### src/rtl/gss_ram.sv
// ---------------------------------------------------------------------------
// Generic single-port-write, single-port-read RAM
// One write and one registered read per cycle; a read of the address being
// written returns the old contents.
// ---------------------------------------------------------------------------
module gss_ram #(
	parameter int WIDTH = 8,
	parameter int DEPTH = 256
) (
	input  logic                     clk,
	input  logic                     we,
	input  logic [$clog2(DEPTH)-1:0] waddr,
	input  logic [WIDTH-1:0]         wdata,
	input  logic                     re,
	input  logic [$clog2(DEPTH)-1:0] raddr,
	output logic [WIDTH-1:0]         rdata
);

	logic [WIDTH-1:0] mem [DEPTH];

	always_ff @(posedge clk) begin
		if (we) begin
			mem[waddr] <= wdata;
		end
		if (re) begin
			rdata <= mem[raddr];
		end
	end

endmodule

### config.mk
export PLATFORM = sky130hd
export DESIGN_NAME = gss_ram
export DESIGN_NICKNAME = d
export VERILOG_FILES = /design/src/rtl/gss_ram.sv
export SDC_FILE = /design/constraint.sdc
export NUM_CORES = 2
export LEC_CHECK = 0
export ABC_AREA = 1
export BUFFER_PORTS_ARGS = -buffer_cell sky130_fd_sc_hd__buf_2
export CORE_MARGIN = 3
export CORE_UTILIZATION = 40
export DETAILED_ROUTE_END_ITERATION = 7
export MAX_ROUTING_LAYER = met4
export SETUP_SLACK_MARGIN = 0.15
export SLEW_MARGIN = 10
export SYNTH_ARGS = -nofsm -noshare
export SYNTH_HDL_FRONTEND = slang
export SYNTH_SLANG_ARGS = --single-unit
export TNS_END_PERCENT = 100
### constraint.sdc
create_clock -name clk -period 2.25 [get_ports clk]
set_input_delay 0.1125 -clock clk [delete_from_list [all_inputs] [get_ports clk]]
set_output_delay 0.1125 -clock clk [all_outputs]
set_load 0.01 [all_outputs]
==> summary.md <==
| Metric | Value |
|---|---|
| Run status | `finished clean` |
| Crit-path slowest cell | `sky130_fd_sc_hd__edfxtp_1` |
| Combinational Power Share | `6.9%` |
| Tot GR Track Use | `22.37%` |
| Total half-perimeter wirelength after legalization and detailed placement | `149.7 mm` |
| Cell count after placement | `10044` |
| Vias per inst | `5.398` |
| Max-cap violations | `0` |
| Core region area | `207300 um^2` |
| Arrival time at the worst endpoint | `2580 ps` |
| Average wire per cell in the routed design | `22.72 um` |
| Rows | `167` |
| Net count after synthesis | `7030` |
| Final period utilization | `88.38%` |
| Number of failing hold endpoints at the final stage | `0` |
| DIE WIDTH | `462.8 um` |
| Overflow left after global routing | `0` |
| Post-route antenna net violation count | `0` |
| Signed area change from the synthesized netlist to the final layout | `17.57%` |
| Post-synthesis cell area | `83480 um^2` |
| Measured slew at the worst slew-check pin | `738.3 ps` |
| Worst supply voltage drop on vdd | `0.6522 mV` |
| Number of setup violations in the final report | `0` |
| # clock sinks | `2056` |
| Largest net degree at the start of global routing | `88` |
| Initial standard-cell utilization of the core | `40.27%` |
| Number of DRC markers in iteration 0 | `6632` |
| Adder-cell share of the synthesized area | `0%` |
| Total count of max-transition violations in the final report | `0` |
| Proportion of synthesized chip area in sequential cells | `73.96%` |
| Share of post-route cells with drive strength above 1 | `13.16%` |
| Main combinational cell family by area after synthesis | `simple AND/OR/NAND/NOR gates` |
| Number of instances in the synthesized netlist | `7003` |
| Clock-pin transition on the worst setup and hold timing paths | `60 ps` |
| Kind of end point of the critical path | `flop` |
| CP max stage delay | `380 ps` |
| Most common cell after layout, fill and taps aside | `sky130_fd_sc_hd__nand2_1` |
| Startpoint Class | `flop` |
| Crit-path most repeated cell | `sky130_fd_sc_hd__nand3_1` |
| Most used cells in the layout excluding fill and tap cells | `2116 x sky130_fd_sc_hd__nand2_1, 2056 x sky130_fd_sc_hd__edfxtp_1, 2018 x sky130_fd_sc_hd__nand3_1` |
| Proportion of total power due to net switching | `22.95%` |
| Final cell count without fillers | `10439` |
| Post-CTS Repair Setup Buffers | `0` |
| Post-Synth XOR/XNOR Area | `0%` |
| Global-route wire length before repair | `352.7 mm` |
| Cell variety after synth | `13` |
| Slew Limit Headroom | `50.78%` |
| Die Ht | `462.8 um` |
| Min-delay worst type | `primary input to flop` |
| Max Buffers Root-to-Sink | `3` |
| Critical path data required time | `2840 ps` |
| Post-synthesis register bit count | `2056` |
| Number of port buffers | `34` |
| P_int | `61390 uW` |
| Number of buffers created by CTS | `206` |
| Max Clock Skew | `33.12 ps` |
| Highest attainable clock frequency | `0.5029 GHz` |
| Post-synthesis compound-gate area fraction | `0%` |
| Final total power | `79680 uW` |
| Number of global-route vias before repair | `54112` |
| Sequential cell fraction of total power | `53.1%` |
| Number of warnings reported in the yosys synthesis log | `0` |
| Post-Synth Simple-Gate Area | `22.92%` |
| Type of the worst setup path | `flop to flop` |
| Final nets | `7501` |
| CTS HTree Levels | `4` |
| Worst-Skew Late Latency | `840 ps` |
| CTS tree | `done` |
| Sw power | `18290 uW` |
| First-pass iteration count of the detailed router | `7` |
| I/O pin count | `35` |
| Detailed-route DRC error count | `0` |
| Critical path peak fanout | `1` |
| Static leakage power | `0.03497 uW` |
| Portion of total power attributed to the clock network | `40.0%` |
| CP cell instances | `nand2_1, nand3_1, nand3_1, nand3_1, nand3_1, nand3_1, nand3_1, nand2_2, nand2_1, nand2_1` |
| Mean instance size in the synthesized netlist | `11.92 um^2` |
| Detailed-route wire length | `237.2 mm` |
| Vias after detailed routing | `56354` |
| Unrepaired setup endpoints after global routing | `false` |
| GPL Wtd Cong | `0.8822` |
| Fraction of synthesized area in multiplexers | `0%` |
| Die area | `214200 um^2` |
| Master cell of the clock root buffer | `sky130_fd_sc_hd__clkbuf_16` |
| Minimum clock period | `1989 ps` |
| Antenna violations before repair | `10` |
| Areal power density over the cells | `811.9 nW/um^2` |
cells in the mapped netlist:
master                        n  area [um^2]
sky130_fd_sc_hd__edfxtp_1  2056        61740
sky130_fd_sc_hd__buf_8        1        15.01
sky130_fd_sc_hd__clkbuf_1   112        420.4
sky130_fd_sc_hd__buf_1       40        150.1
sky130_fd_sc_hd__buf_4       46        345.3
sky130_fd_sc_hd__inv_2        2        7.510
sky130_fd_sc_hd__nor2_1     283         1062
sky130_fd_sc_hd__buf_2      268         1341
sky130_fd_sc_hd__inv_1       36        135.1
sky130_fd_sc_hd__nand2_1   2123         7969
sky130_fd_sc_hd__buf_6       16        180.2
sky130_fd_sc_hd__inv_4        1        6.260
sky130_fd_sc_hd__nand3_1   2019        10100
metrics by stage:
| step | worst slack [ps] | setup TNS (ps) | hold slack, ps | util (%) | area [um^2] |
|---|---|---|---|---|---|
| 6_report | 261.4 | 0 | 75.16 | 47.35 | 98140 |
| 3_3_place_gp | -284.1 | -1618 | 552.5 | 44.28 | 91790 |
| 2_1_floorplan | 646.0 | 0 | 211.4 | - | 83480 |
| 4_1_cts | 191.1 | 0 | 17.10 | 47.33 | 98110 |
| 3_5_place_dp | -289.4 | -1743 | 550.1 | 44.28 | 91790 |
| 5_1_grt | 176.7 | 0 | 60.81 | 47.34 | 98130 |
state kept, by name, summed over array words and instances, names as in the netlist:
register / flops
rdata: 8
mem: 2048
worst max-delay path: cells and delay by family, from the launching register on:
| family | cells | cell delay, ps |
|---|---|---|
| flops | 1 | 380 |
| simple gates | 10 | 1360 |
what timing repair did:
item | 4_1_cts | 5_1_grt
setup endpoints to repair | 0 | 4
hold buffers | 10 | 0
gates resized for setup | 0 | 4
hold endpoints to repair | 1463 | 0
worst paths after layout:
kind                             startpoint       end  slack (ps)  depth (start not counted)
worst max-delay path            mem[227][5]  rdata[5]         260                         10
worst min-delay path               raddr[6]  rdata[1]          80                          6
worst max register to register  mem[227][5]  rdata[5]         260                         10
worst min register to register   mem[20][5]  rdata[5]        1090                         10
power by group through the flow:
| stage | clock network (uW) | registers, uW | logic [uW] |
|---|---|---|---|
| finish | 31900 | 42300 | 5490 |
| global route | 34000 | 42300 | 5940 |
| detailed placement | 0 | 43100 | 5470 |
| CTS | 32500 | 42300 | 5500 |
| floorplan | 0 | 43100 | 2610 |
| global placement | 0 | 43100 | 5420 |
kinds of logic (layout without fill, tap and decap cells):
| kind of cell | count (synthesis) | in the layout |
|---|---|---|
| buf+inv | 522 | 1163 |
| simple gates | 4425 | 4425 |
| other cells | 0 | 7 |
| flops | 2056 | 2056 |
metal layers:
layer	wire length (um)	part of all wire, %	GRT usage [%]	vias to the layer above
met4	8034	3.4	7.648	0
met2	113600	48	35.22	2281
met1	97600	41	29.93	27788
li1	-	-	-	25860
met5	0	0	-	-
met3	17980	7.6	3.136	425
cell type report:
type | count | area, um^2
multi-input combinational | 4425 | 19160
timing repair buffer | 746 | 7332
tap | 2788 | 3488
clock buffer | 260 | 5400
sequential | 2056 | 61740
clock inverter | 118 | 825.8
inverter | 39 | 180.2
fill | 18501 | 109100
antenna | 7 | 17.52
(Power assumes the default switching activity.)
